## config.mk

```make
export PLATFORM = sky130hd
export DESIGN_NAME = mlta_front
export DESIGN_NICKNAME = d
export VERILOG_FILES = /design/src/sv/mac_learning_table_with_aging_unit_macros.svh /design/src/sv/mlta_pkg.sv /design/src/sv/mlta_front.sv
export SDC_FILE = /design/constraint.sdc
export NUM_CORES = 1
export LEC_CHECK = 0
export BUFFER_PORTS_ARGS = -buffer_cell sky130_fd_sc_hd__buf_2
export CAP_MARGIN = 20
export CORE_MARGIN = 2
export CORE_UTILIZATION = 52
export DETAILED_ROUTE_END_ITERATION = 7
export PLACE_DENSITY = 0.81
export SLEW_MARGIN = 20
export SYNTH_ARGS = -nofsm -noshare
export SYNTH_HDL_FRONTEND = slang
export SYNTH_SLANG_ARGS = --single-unit
```

## constraint.sdc

```tcl
create_clock -name clk_i -period 7.5 [get_ports clk_i]
set_input_delay 0.75 -clock clk_i [delete_from_list [all_inputs] [get_ports clk_i]]
set_output_delay 0.75 -clock clk_i [all_outputs]
set_load 0.01 [all_outputs]
```

## src/sv/mac_learning_table_with_aging_unit_macros.svh

```systemverilog
// Assertion macros for the address table block.
// Included by the RTL file that carries the concurrent checks (mlta_back); no other dependencies.
`ifndef MAC_LEARNING_TABLE_WITH_AGING_UNIT_MACROS_SVH
`define MAC_LEARNING_TABLE_WITH_AGING_UNIT_MACROS_SVH
`ifndef SYNTHESIS
`define MLTA_ASSERT_CLK(lbl, clk, rst_n, prop) \
  lbl: assert property (@(posedge clk) disable iff (!rst_n) prop) \
    else $error("mlta assertion failed");
`define MLTA_ASSERT(lbl, prop) `MLTA_ASSERT_CLK(lbl, clk_i, rst_ni, prop)
`else
`define MLTA_ASSERT_CLK(lbl, clk, rst_n, prop)
`define MLTA_ASSERT(lbl, prop)
`endif
`endif

```

## src/sv/mlta_pkg.sv

```systemverilog
// Shared types and constants of the MAC address table with aging.
// No dependencies; used by every module of the block except mlta_ram.
`default_nettype none
package mlta_pkg;
  localparam int unsigned MacW       = 48;
  localparam int unsigned PortW      = 4;
  localparam int unsigned AgeW       = 4;
  localparam int unsigned Buckets    = 256;
  localparam int unsigned BucketW    = $clog2(Buckets);
  localparam int unsigned WaysDefault = 4;
  localparam logic [AgeW-1:0] AgeReset = 4'd10;

  // register index decoded from paddr
  localparam logic RegAgeInitial = 1'b0;

  typedef enum logic [1:0] {
    VD_FLOOD  = 2'd0,
    VD_FWD    = 2'd1,
    VD_FILTER = 2'd2,
    VD_TICK   = 2'd3
  } verdict_e;

  typedef enum logic {
    ACT_FRAME = 1'b0,
    ACT_TICK  = 1'b1
  } action_e;

  typedef struct packed {
    logic             action;
    logic [PortW-1:0] in_port;
    logic [MacW-1:0]  dst_mac;
    logic [MacW-1:0]  src_mac;
  } in_t;

  typedef struct packed {
    verdict_e         verdict;
    logic [PortW-1:0] out_port;
    logic             learn_dropped;
  } out_t;

  // classified request handed from front to back
  typedef struct packed {
    logic               tick;
    logic [PortW-1:0]   port;
    logic [MacW-1:0]    dst_mac;
    logic [MacW-1:0]    src_mac;
    logic [BucketW-1:0] dst_bkt;
    logic [BucketW-1:0] src_bkt;
  } cmd_t;

  typedef struct packed {
    logic             valid;
    logic [MacW-1:0]  mac;
    logic [PortW-1:0] port;
    logic [AgeW-1:0]  age;
  } entry_t;

  localparam int unsigned EntryW = $bits(entry_t);

  typedef enum logic [2:0] {
    ST_CLEAR,
    ST_IDLE,
    ST_SRC_RD,
    ST_SRC_UPD,
    ST_DST_CHK,
    ST_TICK_RD,
    ST_TICK_WR,
    ST_TICK_DONE
  } state_e;
endpackage
`default_nettype wire

```

## src/sv/mlta_front.sv

```systemverilog
// Front end: accepts requests, classifies them and buffers them in a 2-deep queue.
// Depends on mlta_pkg.
`default_nettype none
module mlta_front (
  input  wire logic          clk_i,
  input  wire logic          rst_ni,
  input  wire logic          in_valid_i,
  output logic               in_ready_o,
  input  wire mlta_pkg::in_t in_data_i,
  output logic               cmd_valid_o,
  input  wire logic          cmd_ready_i,
  output mlta_pkg::cmd_t     cmd_o
);
  mlta_pkg::cmd_t fifo_q [2];
  mlta_pkg::cmd_t cls;
  logic           wr_ptr_q, rd_ptr_q;
  logic [1:0]     cnt_q;
  logic           push, pop;

  // classify: frame or tick, pick buckets from the low address byte
  always_comb begin
    cls.tick    = (in_data_i.action == mlta_pkg::ACT_TICK);
    cls.port    = in_data_i.in_port;
    cls.dst_mac = in_data_i.dst_mac;
    cls.src_mac = in_data_i.src_mac;
    cls.dst_bkt = in_data_i.dst_mac[mlta_pkg::BucketW-1:0];
    cls.src_bkt = in_data_i.src_mac[mlta_pkg::BucketW-1:0];
  end

  assign in_ready_o  = (cnt_q != 2'd2);
  assign cmd_valid_o = (cnt_q != 2'd0);
  assign cmd_o       = fifo_q[rd_ptr_q];
  assign push        = in_valid_i && in_ready_o;
  assign pop         = cmd_valid_o && cmd_ready_i;

  // queue storage
  always_ff @(posedge clk_i) begin
    if (push) begin
      fifo_q[wr_ptr_q] <= cls;
    end
  end

  // advance pointers and fill count
  always_ff @(posedge clk_i or negedge rst_ni) begin
    if (!rst_ni) begin
      wr_ptr_q <= 1'b0;
      rd_ptr_q <= 1'b0;
      cnt_q    <= 2'd0;
    end else begin
      if (push) wr_ptr_q <= ~wr_ptr_q;
      if (pop)  rd_ptr_q <= ~rd_ptr_q;
      cnt_q <= cnt_q + {1'b0, push} - {1'b0, pop};
    end
  end
endmodule
`default_nettype wire

```

* Word level (Yosys, flattened, before mapping)
Memories as Yosys holds them, arrays and structs flattened.
Index checks and enable logic that the tools add are counted.
** Cells by class
- Mux-type cells :: 2
- Equal/unequal tests :: 1
- Add/subtract/negate cells :: 2
- Bitwise gates (word level) :: 2
- Reduce and logical (&&, ||, !) cells :: 3
** Operator list (count)
- adder 2 x 1 -> 2 bit :: 1
- logical AND 1 bit :: 2
- two-way mux 1 bit :: 2
- != test 2 bit, second input constant :: 1
- NOT 1 bit :: 2
- nonzero test 2 bit :: 1
- subtractor 2 x 1 -> 2 bit :: 1
** Word-level totals
- Bits in writable memories :: 234
- Logic and storage cells :: 14
- Memories :: 1
- Output and inout bits :: 119
- Input port bits :: 105
- Flip-flop bits (word level) :: 4
** Memories
- fifo_q :: words 2, width 117, read ports 1, clocked after Yosys merged registers in 0, wr ports 1, line mlta_front.sv:14 : mlta_pkg::cmd_t fifo_q [2];

* Longest topological paths before layout
Gate-level depths: netlist (run 1).
- Word-level depth :: 4
- Mapped depth :: 5
- Mapped depth without buffers :: 5

* Least setup slack after synthesis (run 1)
OpenSTA, ideal clock, no wires.
- Kind :: in2reg
- Start :: in in_valid_i
- End :: mem fifo_q[0][100] (netlist name), enable pin
- Library setup time :: 0.561 ns
- Arrival :: 5.030 ns
- Cell stages on the path :: 2
- Path buffers :: 0
- Path slack :: 1.909 ns
- Data required time :: 6.939 ns
- Cells stage by stage :: nand2_1 -> nor2_1
** Between the ends
- Word-level cells in the longest chain between the ends :: 3
** RTL lines
- start, declared :: line mlta_front.sv:7 : input wire logic in_valid_i,
- logical AND 1 bit :: line mlta_front.sv:33 : assign push = in_valid_i && in_ready_o;
- two-way mux 1 bit :: line mlta_front.sv:38 : if (push) begin
- two-way mux 1 bit (not written as such) :: line mlta_front.sv:39 : fifo_q[wr_ptr_q] <= cls;
- end, declared :: line mlta_front.sv:14
No other way between the ends.

==> results of run 1 <==
[worst max-delay path by stage]
stage	startpoint	endpoint	slack [ns]	depth (start not counted)
after CTS	rd_ptr_q	cmd_o[9]	3.70	3
after global placement	rd_ptr_q	cmd_o[10]	4.30	3
after detailed placement	rd_ptr_q	cmd_o[9]	4.23	3
after floorplan	in_valid_i	fifo_q[0][100]	1.91	2
after global routing	rd_ptr_q	cmd_o[9]	3.62	3
final	rd_ptr_q	cmd_o[9]	3.78	3
[cells in the mapped netlist]
master and n:
sky130_fd_sc_hd__edfxtp_1 202, sky130_fd_sc_hd__mux2_4 80, sky130_fd_sc_hd__mux2_2 21, sky130_fd_sc_hd__buf_4 17
sky130_fd_sc_hd__buf_6 8, sky130_fd_sc_hd__dfrtp_1 4, sky130_fd_sc_hd__nor2_1 3, sky130_fd_sc_hd__xnor2_1 3
sky130_fd_sc_hd__buf_2 2, sky130_fd_sc_hd__nand2_1 2, sky130_fd_sc_hd__a211oi_1 1, sky130_fd_sc_hd__a21bo_1 1
sky130_fd_sc_hd__a32oi_1 1, sky130_fd_sc_hd__and3_1 1, sky130_fd_sc_hd__ha_1 1, sky130_fd_sc_hd__nand2b_1 1
sky130_fd_sc_hd__nand3_1 1, sky130_fd_sc_hd__nor2b_1 1, sky130_fd_sc_hd__o21ai_0 1, sky130_fd_sc_hd__or2_2 1
[flip-flops by register name (all words and copies together) (netlist names)]
register	count
wr_ptr_q	1
cnt_q	2
fifo_q	202
rd_ptr_q	1
[cells by family after synthesis]
family / Yosys count
flops: 206
mux: 101
buf+inv: 27
simple gates: 10
compound gates: 4
xor+xnor: 3
fa+ha+maj: 1
[cell type report]
cell class,instances,share of cell area (%)
well taps,188,2.41
flip-flops and latches,206,63.3
clock inverters,7,0.873
multi-input cells,119,16.1
clock buffers,26,5.59
repair buffers,226,11.7
[placed cells by master (no fill, tap or decap), types with 2 or more instances in the layout]
master                      instances
sky130_fd_sc_hd__dfrtp_1            3
sky130_fd_sc_hd__clkinv_1           2
sky130_fd_sc_hd__edfxtp_1         202
sky130_fd_sc_hd__buf_4              3
sky130_fd_sc_hd__buf_2            223
sky130_fd_sc_hd__bufinv_16          2
sky130_fd_sc_hd__clkinv_2           2
sky130_fd_sc_hd__clkbuf_16         21
sky130_fd_sc_hd__nor2_1             2
sky130_fd_sc_hd__mux2_4            80
sky130_fd_sc_hd__mux2_2            21
sky130_fd_sc_hd__xnor2_1            3
sky130_fd_sc_hd__nand2_1            2
sky130_fd_sc_hd__clkbuf_1           5
[layer usage]
layer / vias up / wire, um / global-route usage (%)
met2: 194 / 6930 / 28.6
met3: 33 / 1290 / 5.15
li1: 1806 / - / -
met5: - / 11 / 0
met1: 1902 / 5180 / 18.8
met4: 2 / 376 / 5.82
[through the flow]
step                instance area [sq um]  hold slack (ns)
CTS                                  9740           0.0441
finish                               9740           0.0716
global placement                     9110            0.537
floorplan                            7950            0.454
global route                         9740           0.0511
detailed placement                   9110            0.553
[report_power, final]
group | internal [uW] | switching, uW | leakage (uW)
clock | 578 | 384 | 0.000304
sequential | 1580 | 126 | 0.00193
combinational | 619 | 594 | 0.00168
total | 2780 | 1100 | 0.00391
[critical path, stage by stage (launching register included)]
cell	delay, ns
sky130_fd_sc_hd__dfrtp_4	0.90
sky130_fd_sc_hd__buf_4	0.93
sky130_fd_sc_hd__mux2_2	0.44
sky130_fd_sc_hd__buf_2	0.14
==> report_table.html, run 1 <==
<table>
<tr><th>Metric</th><th>Value</th></tr>
<tr><th colspan="2">Floorplan</th></tr>
<tr><td>Number of rows created at floorplan</td><td>45</td></tr>
<tr><td>Io pins</td><td>224</td></tr>
<tr><td>Core region area</td><td>0.0151 sq mm</td></tr>
<tr><td>Die area</td><td>0.0163 sq mm</td></tr>
<tr><td>Die height</td><td>128 um</td></tr>
<tr><td>Starting utilization of the core area</td><td>52.7%</td></tr>
<tr><td>Die extent in x</td><td>128 um</td></tr>
<tr><th colspan="2">Critical path</th></tr>
<tr><td>Setup crit end kind</td><td>output pin</td></tr>
<tr><td>Crit path required time</td><td>6.75 ns</td></tr>
<tr><td>Startpoint of the most critical register-to-register path</td><td>cnt_q[0]</td></tr>
<tr><td>Crit path DAT</td><td>approximately 3.0 ns</td></tr>
<tr><td>Kind of critical path</td><td>reg -&gt; out</td></tr>
<tr><td>Crit Reg-Reg Endpoint</td><td>fifo_q[0][17]</td></tr>
<tr><td>Register-to-register path setup slack</td><td>4.71 ns</td></tr>
<tr><td>Element type at the critical path start</td><td>flip-flop</td></tr>
<tr><td>Peak fanout along the critical path</td><td>63</td></tr>
<tr><td>Worst Reg2Reg Path Length in Cells</td><td>4</td></tr>
<tr><th colspan="2">Clock tree</th></tr>
<tr><td>Number of H-tree levels</td><td>1</td></tr>
<tr><td>CTS clock-pin slew for the worst setup and hold paths</td><td>roughly 0.060 ns</td></tr>
<tr><td>Number of buffers created by CTS</td><td>21</td></tr>
<tr><td>Clk Latency, worst-skew pair</td><td>0.48 ns</td></tr>
<tr><td>Number of clock sinks seen by CTS</td><td>between 200 and 250</td></tr>
<tr><td># resized after CTS</td><td>0</td></tr>
<tr><td>Number of buffers inserted by hold repair at cts</td><td>0</td></tr>
<tr><td>Post-CTS setup buffer count</td><td>0</td></tr>
<tr><td>Maximum buffer depth of the clock tree</td><td>3</td></tr>
<tr><td>Master cell of the clock root buffer</td><td>sky130_fd_sc_hd__clkbuf_16</td></tr>
<tr><td>Clock tree from TritonCTS</td><td>built</td></tr>
<tr><th colspan="2">Placement</th></tr>
<tr><td>Placed cells</td><td>between 700 and 800</td></tr>
<tr><td>Global placement routability congestion</td><td>0.694</td></tr>
<tr><td>Worst slack, placed</td><td>approximately 4.2 ns</td></tr>
<tr><td>DP Wirelength</td><td>around 8.9 mm</td></tr>
<tr><td>Port buffer count</td><td>223</td></tr>
<tr><th colspan="2">Synth</th></tr>
<tr><td>Cells taking the most area after synthesis</td><td>sky130_fd_sc_hd__edfxtp_1, sky130_fd_sc_hd__mux2_4, sky130_fd_sc_hd__mux2_2</td></tr>
<tr><td>Dominant combinational cell family by area after synthesis</td><td>multiplexers</td></tr>
<tr><td>Syn. warnings</td><td>0</td></tr>
<tr><td>Simple logic cell fraction of the synthesized area</td><td>0.614%</td></tr>
<tr><td>Adder and majority gate portion of the synthesized area</td><td>0.157%</td></tr>
<tr><td>Mean cell area of the mapped netlist</td><td>22.6 sq um</td></tr>
<tr><td>Syn Std Cell Area</td><td>0.00795 sq mm</td></tr>
<tr><td>Post-synth top area share</td><td>76.3%</td></tr>
<tr><td>Complex-gate fraction of the synthesized area</td><td>0.393%</td></tr>
<tr><td>Post-synth cell types</td><td>20</td></tr>
<tr><td>Leading area contributor after synthesis</td><td>sky130_fd_sc_hd__edfxtp_1</td></tr>
<tr><td>Post-synthesis sequential area ratio</td><td>77.6%</td></tr>
<tr><td>Cell count after synthesis</td><td>352</td></tr>
<tr><td>Xor and xnor fraction of the mapped netlist area</td><td>less than 1%</td></tr>
<tr><td>Mux cell area share after synthesis</td><td>18.1%</td></tr>
<tr><td>Number of synthesized register bits</td><td>206</td></tr>
<tr><td>Synthesized net count</td><td>458</td></tr>
<tr><th colspan="2">Drt</th></tr>
<tr><td>Number of vias in the routed layout</td><td>3,937</td></tr>
<tr><td>Antenna Violating Nets Remaining</td><td>0</td></tr>
<tr><td>Post-detailed-route via-to-cell ratio</td><td>5.10</td></tr>
<tr><td># DRC</td><td>0</td></tr>
<tr><td>Initial DRT Pass Iterations</td><td>4</td></tr>
<tr><td>DRT iter0 DRCs</td><td>245</td></tr>
<tr><td>Wire length per cell</td><td>17.9 um</td></tr>
<tr><td>Wirelength, routed</td><td>13.8 mm</td></tr>
<tr><th colspan="2">Timing</th></tr>
<tr><td>Crit path setup slack, layout</td><td>3.78 ns</td></tr>
<tr><td>Final slew viol count</td><td>0</td></tr>
<tr><td>RSZ-0062 raised after global routing</td><td>no</td></tr>
<tr><td>Highest Clock Rate</td><td>269 MHz</td></tr>
<tr><td>Sum Neg Setup Slack</td><td>0 ns</td></tr>
<tr><td>Setup violation total in the final timing report</td><td>0</td></tr>
<tr><td>Final hold vios</td><td>0</td></tr>
<tr><td>Time the final worst path needs with I/O delays and setup</td><td>3.72 ns</td></tr>
<tr><td>Least-Margin Pin Slew</td><td>1.08 ns</td></tr>
<tr><td>Final Skew</td><td>0.00824 ns</td></tr>
<tr><td>Worst slew margin</td><td>28.2%</td></tr>
<tr><td>Final cycle utilization of the critical path</td><td>between 40 and 50%</td></tr>
<tr><th colspan="2">Global routing</th></tr>
<tr><td>Global-route congestion overflow total</td><td>0</td></tr>
<tr><td>Maximum number of pins on one net before global-route repair</td><td>70</td></tr>
<tr><td>Via count of the first global-routing pass</td><td>about 4,100</td></tr>
<tr><td>Antenna violations before repair</td><td>1</td></tr>
<tr><td>Wire length of the first global-routing pass</td><td>about 21 mm</td></tr>
<tr><td>Gr usage total</td><td>16.3%</td></tr>
<tr><th colspan="2">Power and ir drop</th></tr>
<tr><td>Total power after layout</td><td>3880 uW</td></tr>
<tr><td>Static Leak</td><td>0.00391 uW</td></tr>
<tr><td>Highest ir drop seen on vdd</td><td>~0.22 mV</td></tr>
<tr><td>Total power divided by cell area</td><td>398 mW/mm^2</td></tr>
<tr><th colspan="2">Hold path</th></tr>
<tr><td>Hold Crit Class</td><td>in -&gt; async</td></tr>
<tr><th colspan="2">Cells and area</th></tr>
<tr><td>Ratio of cells with drive above 1 in the final layout</td><td>61.1%</td></tr>
<tr><td>Multi-input logic area</td><td>0.00157 sq mm</td></tr>
<tr><td>Sequential cell area</td><td>0.00617 sq mm</td></tr>
<tr><td>Fin util</td><td>64.6%</td></tr>
<tr><td>Fillcell total</td><td>1,060</td></tr>
<tr><td>Inserted Diodes</td><td>0</td></tr>
<tr><td>Net count reported at finish</td><td>680</td></tr>
<tr><td>Area grow syn2layout</td><td>22.5%</td></tr>
<tr><td>Post-route insts no fill</td><td>772</td></tr>
<tr><th colspan="2">Status</th></tr>
<tr><td>Outcome</td><td>finished, final reports clean</td></tr>
<tr><th colspan="2">Job</th></tr>
<tr><td># Max-Cap Violations</td><td>0</td></tr>
</table>
Note: power is estimated with default switching activity, not from simulation.
==> run 2, diff against run 1 <==
clock period = 3.6 ns   (was 7.5 ns; I/O delays follow)
==> run 2 against run 1 <==
Non-clock buffer count grew 3; hold slack is essentially flat; clock-buffer cell count shrank 2; critical path depth is the same; cell area grew 1.1%; sequential share of layout area shrank 0.72 points; via count grew 0.64%; cell count grew 0.91%; combinational power grew 110%; clock skew shrank 0.0031 ns; clock power grew 120%; die area is the same.
==> report_table.html, run 2 (synthesized netlist as in run 1, its figures left out) <==
<table>
<tr><th>Metric</th><th>Value</th></tr>
<tr><th colspan="2">Status</th></tr>
<tr><td>Outcome</td><td>finished, final reports clean</td></tr>
<tr><th colspan="2">Cells and area</th></tr>
<tr><td>Register name with the most flops</td><td>fifo_q</td></tr>
<tr><td>Registers with the most flip-flops</td><td>fifo_q x202, cnt_q x2</td></tr>
<tr><td>Inserted Diodes</td><td>0</td></tr>
<tr><td>Most frequent cells in the layout</td><td>sky130_fd_sc_hd__buf_2, sky130_fd_sc_hd__edfxtp_1, sky130_fd_sc_hd__mux2_4</td></tr>
<tr><td>Area grow syn2layout</td><td>23.9%</td></tr>
<tr><td>Ratio of cells with drive above 1 in the final layout</td><td>61.6%</td></tr>
<tr><td>Net count reported at finish</td><td>683</td></tr>
<tr><td>Number of flip-flops under the largest register name</td><td>202</td></tr>
<tr><td>Most common cell after layout, fill and taps aside</td><td>sky130_fd_sc_hd__buf_2</td></tr>
<tr><td>Fillcell total</td><td>around 1,000</td></tr>
<tr><th colspan="2">Clock tree</th></tr>
<tr><td>CTS clock-pin slew for the worst setup and hold paths</td><td>approximately 0.060 ns</td></tr>
<tr><td>Clk Latency, worst-skew pair</td><td>0.47 ns</td></tr>
<tr><td>Number of buffers inserted by hold repair at cts</td><td>1</td></tr>
<tr><td>Clock tree from TritonCTS</td><td>built</td></tr>
<tr><td>Number of buffers created by CTS</td><td>21</td></tr>
<tr><td>Maximum buffer depth of the clock tree</td><td>3</td></tr>
<tr><td>Number of clock sinks seen by CTS</td><td>206</td></tr>
<tr><td>Number of H-tree levels</td><td>1</td></tr>
<tr><td>Master cell of the clock root buffer</td><td>sky130_fd_sc_hd__clkbuf_16</td></tr>
<tr><td>Post-CTS setup buffer count</td><td>0</td></tr>
<tr><td># resized after CTS</td><td>0</td></tr>
<tr><th colspan="2">Drt</th></tr>
<tr><td># DRC</td><td>0</td></tr>
<tr><td>Wirelength, routed</td><td>13.9 mm</td></tr>
<tr><td>Post-detailed-route via-to-cell ratio</td><td>5.09</td></tr>
<tr><td>DRT iter0 DRCs</td><td>around 190</td></tr>
<tr><td>Initial DRT Pass Iterations</td><td>4</td></tr>
<tr><td>Antenna Violating Nets Remaining</td><td>0</td></tr>
<tr><td>Wire length per cell</td><td>17.9 um</td></tr>
<tr><td>Number of vias in the routed layout</td><td>~4,000</td></tr>
<tr><th colspan="2">Critical path</th></tr>
<tr><td>Crit path required time</td><td>around 3.2 ns</td></tr>
<tr><td>Crit path DAT</td><td>2.37 ns</td></tr>
<tr><td>Crit-path cells</td><td>buf_12 &gt; mux2_2 &gt; buf_2</td></tr>
<tr><td>Worst path slowest cell</td><td>sky130_fd_sc_hd__dfrtp_4</td></tr>
<tr><td>Peak fanout along the critical path</td><td>43</td></tr>
<tr><td>Element type at the critical path start</td><td>flip-flop</td></tr>
<tr><td>Critical Path Max Stage Delay</td><td>0.91 ns</td></tr>
<tr><td>Buf/Inv on CP</td><td>2</td></tr>
<tr><td>Setup crit end kind</td><td>output pin</td></tr>
<tr><td>Kind of critical path</td><td>reg -&gt; out</td></tr>
<tr><td>Cell family contributing the most delay on the critical path</td><td>flip-flops</td></tr>
<tr><th colspan="2">Power and ir drop</th></tr>
<tr><td>Switching share of power</td><td>28.4%</td></tr>
<tr><td>Proportion of power drawn by combinational gates</td><td>31.3%</td></tr>
<tr><td>Net Sw Power</td><td>around 2300 uW</td></tr>
<tr><td>Power share of the clock group</td><td>25.6%</td></tr>
<tr><td>Sequential fraction of design power</td><td>43.1%</td></tr>
<tr><td>Highest ir drop seen on vdd</td><td>0.761 mV</td></tr>
<tr><td>Static Leak</td><td>0.00396 uW</td></tr>
<tr><td>Cell internal pwr</td><td>roughly 6000 uW</td></tr>
<tr><td>Total power after layout</td><td>8230 uW</td></tr>
<tr><td>Total power divided by cell area</td><td>836 mW/mm^2</td></tr>
<tr><th colspan="2">Global routing</th></tr>
<tr><td>Maximum number of pins on one net before global-route repair</td><td>61</td></tr>
<tr><td>Via count of the first global-routing pass</td><td>around 4,100</td></tr>
<tr><td>Wire length of the first global-routing pass</td><td>20.9 mm</td></tr>
<tr><td>Global-route congestion overflow total</td><td>0</td></tr>
<tr><td>Antenna violations before repair</td><td>0</td></tr>
<tr><td>Gr usage total</td><td>16.4%</td></tr>
<tr><th colspan="2">Floorplan</th></tr>
<tr><td>Die area</td><td>about 0.016 sq mm</td></tr>
<tr><td>Core region area</td><td>0.0151 sq mm</td></tr>
<tr><td>Number of rows created at floorplan</td><td>45</td></tr>
<tr><td>Starting utilization of the core area</td><td>between 50% and 60%</td></tr>
<tr><td>Die extent in x</td><td>128 um</td></tr>
<tr><td>Die height</td><td>128 um</td></tr>
<tr><td>Io pins</td><td>roughly 220</td></tr>
<tr><th colspan="2">Timing</th></tr>
<tr><td>Highest Clock Rate</td><td>367 MHz</td></tr>
<tr><td>Sum Neg Setup Slack</td><td>0 ns</td></tr>
<tr><td>RSZ-0062 raised after global routing</td><td>no</td></tr>
<tr><td>Time the final worst path needs with I/O delays and setup</td><td>2.73 ns</td></tr>
<tr><td>Final slew viol count</td><td>0</td></tr>
<tr><td>Final Skew</td><td>0.00517 ns</td></tr>
<tr><td>Worst slew margin</td><td>45.4%</td></tr>
<tr><td>Final cycle utilization of the critical path</td><td>75.7%</td></tr>
<tr><td>Least-Margin Pin Slew</td><td>about 0.8 ns</td></tr>
<tr><td>Setup violation total in the final timing report</td><td>0</td></tr>
<tr><td>Final hold vios</td><td>0</td></tr>
<tr><th colspan="2">Placement</th></tr>
<tr><td>DP Wirelength</td><td>9.25 mm</td></tr>
<tr><td>Global placement routability congestion</td><td>between 0.6 and 0.7</td></tr>
<tr><td>Port buffer count</td><td>approximately 220</td></tr>
<tr><th colspan="2">Job</th></tr>
<tr><td># Max-Cap Violations</td><td>0</td></tr>
<tr><th colspan="2">Hold path</th></tr>
<tr><td>Hold Crit Class</td><td>in -&gt; reg</td></tr>
</table>
run 2: area by class of cell:
cell class	count	area [sq um]	share of cell area [%]
clock inverters	13	141	1.43
clock buffers	24	537	5.45
repair buffers	229	1200	12.2
flip-flops and latches	206	6170	62.6
well taps	188	235	2.39
multi-input cells	119	1570	15.9
run 2: per-stage QoR:
stage | instances | utilization, % | worst slack, ns | cell area, sq um | hold slack [ns]
after floorplan | 352 | - | 0.106 | 7960 | 0.0644
after global placement | 741 | 60.7 | 1.42 | 9170 | 0.168
after detailed placement | 741 | 60.7 | 1.39 | 9170 | 0.177
after CTS | 779 | 65.3 | 0.869 | 9850 | 0.0494
after global routing | 779 | 65.3 | 0.804 | 9850 | 0.0501
final | 779 | 65.3 | 0.874 | 9850 | 0.0712
run 2: path summary, 6_finish.rpt:
| check | to | cells after the start | start | slack (ns) |
|---|---|---|---|---|
| worst max-delay path | cmd_o[67] | 3 | rd_ptr_q | 0.87 |
| worst min-delay path | fifo_q[1][108] | 1 | in_data_i[92] | 0.07 |
| worst max register to register | fifo_q[1][73] | 3 | cnt_q[0] | 1.50 |
| worst min register to register | wr_ptr_q | 1 | wr_ptr_q | 0.57 |
| max in group asynchronous | rd_ptr_q | 2 | rst_ni | 3.24 |
| min in group asynchronous | cnt_q[1] | 2 | rst_ni | 0.22 |
run 2: power groups by stage:
stage	combinational (uW)	sequential [uW]	clock [uW]
CTS	2620	3560	2170
global route	2760	3600	2250
floorplan	1970	3460	0
global placement	2570	3560	0
detailed placement	2600	3600	0
finish	2580	3550	2110
run 2: metal layers:
| metal | vias to the layer above | global-route usage, % | wire [um] |
|---|---|---|---|
| met5 | - | 0 | 0 |
| met3 | 35 | 4.90 | 1180 |
| met4 | 0 | 5.37 | 350 |
| met2 | 179 | 29.1 | 7060 |
| li1 | 1825 | - | - |
| met1 | 1923 | 19.3 | 5320 |
==> run 3, diff against run 2 <==
clock period = 2.8 ns   (was 3.6 ns; I/O delays follow)
==> run 3 against run 2 <==
Die area is the same; setup slack got worse by 0.22 ns; first-iteration DRC count increased by 71%; total power rose by 30%; critical path depth unchanged; critical path type unchanged.
==> report_table.html, run 3 (synthesized netlist as in run 1, its figures left out) <==
<table>
<tr><th>Metric</th><th>Value</th></tr>
<tr><th colspan="2">Timing</th></tr>
<tr><td>Final Skew</td><td>0.00921 ns</td></tr>
<tr><td>Worst slew margin</td><td>about 55%</td></tr>
<tr><td>Time the final worst path needs with I/O delays and setup</td><td>2.14 ns</td></tr>
<tr><td>Final cycle utilization of the critical path</td><td>76.5%</td></tr>
<tr><td>Final hold vios</td><td>0</td></tr>
<tr><td>RSZ-0062 raised after global routing</td><td>no</td></tr>
<tr><td>Sum Neg Setup Slack</td><td>0 ns</td></tr>
<tr><td>Highest Clock Rate</td><td>467 MHz</td></tr>
<tr><td>Least-Margin Pin Slew</td><td>0.673 ns</td></tr>
<tr><td>Final slew viol count</td><td>0</td></tr>
<tr><td>Setup violation total in the final timing report</td><td>0</td></tr>
<tr><td>Post-Route Hold Slack</td><td>0.0990 ns</td></tr>
<tr><th colspan="2">Cells and area</th></tr>
<tr><td>Register name with the most flops</td><td>fifo_q</td></tr>
<tr><td>Ratio of cells with drive above 1 in the final layout</td><td>52.4%</td></tr>
<tr><td>Most common cell after layout, fill and taps aside</td><td>sky130_fd_sc_hd__buf_2</td></tr>
<tr><td>Area grow syn2layout</td><td>36.8%</td></tr>
<tr><td>Post-route cell area</td><td>0.0109 sq mm</td></tr>
<tr><td>Post-route insts no fill</td><td>~900</td></tr>
<tr><td>Net count reported at finish</td><td>approximately 790</td></tr>
<tr><td>Registers with the most flip-flops</td><td>fifo_q x202, cnt_q x2</td></tr>
<tr><td>Most frequent cells in the layout</td><td>sky130_fd_sc_hd__buf_2, sky130_fd_sc_hd__edfxtp_1, sky130_fd_sc_hd__dlygate4sd3_1</td></tr>
<tr><td>Number of flip-flops under the largest register name</td><td>~200</td></tr>
<tr><th colspan="2">Placement</th></tr>
<tr><td>Placed cell areas</td><td>0.00919 sq mm</td></tr>
<tr><td>Port buffer count</td><td>approximately 220</td></tr>
<tr><td>DP Wirelength</td><td>roughly 9.1 mm</td></tr>
<tr><td>Placed cells</td><td>743</td></tr>
<tr><td>Global placement routability congestion</td><td>0.723</td></tr>
<tr><th colspan="2">Drt</th></tr>
<tr><td>Post-detailed-route via-to-cell ratio</td><td>around 5.0</td></tr>
<tr><td>Wirelength, routed</td><td>16.1 mm</td></tr>
<tr><td>Antenna Violating Nets Remaining</td><td>0</td></tr>
<tr><td>Wire length per cell</td><td>between 15 and 20 um</td></tr>
<tr><td>DRT iter0 DRCs</td><td>319</td></tr>
<tr><td>Number of vias in the routed layout</td><td>between 4,000 and 5,000</td></tr>
<tr><td>Initial DRT Pass Iterations</td><td>4</td></tr>
<tr><td># DRC</td><td>0</td></tr>
<tr><th colspan="2">Clock tree</th></tr>
<tr><td>Number of buffers inserted by hold repair at cts</td><td>102</td></tr>
<tr><td>Clk Latency, worst-skew pair</td><td>0.49 ns</td></tr>
<tr><td>Number of buffers created by CTS</td><td>21</td></tr>
<tr><td>Clock tree from TritonCTS</td><td>built</td></tr>
<tr><td>Master cell of the clock root buffer</td><td>sky130_fd_sc_hd__clkbuf_16</td></tr>
<tr><td>Maximum buffer depth of the clock tree</td><td>3</td></tr>
<tr><td>Number of clock sinks seen by CTS</td><td>slightly above 200</td></tr>
<tr><td># resized after CTS</td><td>0</td></tr>
<tr><td>Post-CTS setup buffer count</td><td>0</td></tr>
<tr><td>Number of H-tree levels</td><td>1</td></tr>
<tr><td>CTS clock-pin slew for the worst setup and hold paths</td><td>approximately 0.06 ns</td></tr>
<tr><th colspan="2">Global routing</th></tr>
<tr><td>Global-route congestion overflow total</td><td>0</td></tr>
<tr><td>Maximum number of pins on one net before global-route repair</td><td>approximately 100</td></tr>
<tr><td>Wire length of the first global-routing pass</td><td>23.9 mm</td></tr>
<tr><td>Antenna violations before repair</td><td>1</td></tr>
<tr><td>Gr usage total</td><td>19.1%</td></tr>
<tr><td>Via count of the first global-routing pass</td><td>4,673</td></tr>
<tr><th colspan="2">Critical path</th></tr>
<tr><td>Kind of critical path</td><td>reg -&gt; out</td></tr>
<tr><td>Crit-path cells</td><td>buf_12 &gt; mux2_4 &gt; buf_2</td></tr>
<tr><td>Register-to-register path setup slack</td><td>between 0.8 and 0.9 ns</td></tr>
<tr><td>Startpoint of the most critical register-to-register path</td><td>cnt_q[0]</td></tr>
<tr><td>Element type at the critical path start</td><td>flip-flop</td></tr>
<tr><td>Crit Reg-Reg Endpoint</td><td>fifo_q[1][65]</td></tr>
<tr><td>Setup crit end kind</td><td>output pin</td></tr>
<tr><td>Crit path required time</td><td>approximately 2.5 ns</td></tr>
<tr><td>Peak fanout along the critical path</td><td>60</td></tr>
<tr><td>Worst path slowest cell</td><td>sky130_fd_sc_hd__dfrtp_4</td></tr>
<tr><td>Worst Reg2Reg Path Length in Cells</td><td>3</td></tr>
<tr><td>Critical Path Max Stage Delay</td><td>around 0.44 ns</td></tr>
<tr><td>Crit path DAT</td><td>1.86 ns</td></tr>
<tr><th colspan="2">Job</th></tr>
<tr><td># Max-Cap Violations</td><td>0</td></tr>
<tr><th colspan="2">Power and ir drop</th></tr>
<tr><td>Total power divided by cell area</td><td>985 mW/mm^2</td></tr>
<tr><td>Highest ir drop seen on vdd</td><td>0.907 mV</td></tr>
<tr><td>Static Leak</td><td>0.00439 uW</td></tr>
<tr><td>Total power after layout</td><td>10,700 uW</td></tr>
<tr><th colspan="2">Floorplan</th></tr>
<tr><td>Die extent in x</td><td>about 130 um</td></tr>
<tr><td>Die area</td><td>0.0163 sq mm</td></tr>
<tr><td>Die height</td><td>128 um</td></tr>
<tr><td>Number of rows created at floorplan</td><td>45</td></tr>
<tr><td>Io pins</td><td>around 220</td></tr>
<tr><td>Core region area</td><td>0.0151 sq mm</td></tr>
<tr><td>Starting utilization of the core area</td><td>between 50 and 60%</td></tr>
<tr><th colspan="2">Hold path</th></tr>
<tr><td>Hold Crit Class</td><td>in -&gt; reg</td></tr>
<tr><td>Hold path depth</td><td>3</td></tr>
<tr><td>Hold-critical path endpoint</td><td>rd_ptr_q</td></tr>
<tr><td>Worst Min Path Start</td><td>cmd_ready_i</td></tr>
<tr><th colspan="2">Status</th></tr>
<tr><td>Outcome</td><td>finished, final reports clean</td></tr>
</table>
==> run 3: critical path, delay by kind of cell, from the launching register on <==
kind / cells / cell delay [ns]
buffers and inverters: 2 / 0.49
multiplexers: 1 / 0.36
flip-flops: 1 / 0.44
==> run 3: how the worst max path moves through the flow <==
stage,cells past startpoint,startpoint,slack [ns],end
after global routing,3,rd_ptr_q,0.59,cmd_o[20]
after floorplan,3,cnt_q[0],0.15,fifo_q[0][100]
after CTS,3,rd_ptr_q,0.63,cmd_o[99]
final,3,rd_ptr_q,0.66,cmd_o[20]
after global placement,3,cnt_q[0],0.96,fifo_q[1][62]
after detailed placement,3,cnt_q[0],0.86,fifo_q[1][49]
==> run 3: cell type report <==
type,count,area (sq um)
Multi-Input combinational cell,119,1570
Clock buffer,21,526
Tap cell,188,235
Fill cell,893,4210
Clock inverter,17,134
Timing Repair Buffer,332,2240
Antenna cell,2,5.00
Sequential cell,206,6170
==> run 3: metal layers <==
metal  vias up  global-route usage, %  share of wire [%]
li1       2031                      -                  -
met1      2189                   22.4                 38
met2       212                   35.3                 52
met3        28                   3.98                7.3
met5         -                      0                  0
met4         0                   6.08                2.0
==> run 3: power breakdown <==
part           switching [uW]  internal, uW  leakage, uW
sequential                201          4220      0.00193
clock                    1110          1550     0.000322
combinational            1810          1820      0.00214
total                    3120          7590      0.00439
==> run 3: through the flow <==
stage               setup WS [ns]  utilization, %
CTS                         0.631            72.1
finish                      0.658            72.1
global route                0.592            72.1
global placement            0.964            60.9
detailed placement          0.860            60.9
floorplan                   0.146               -
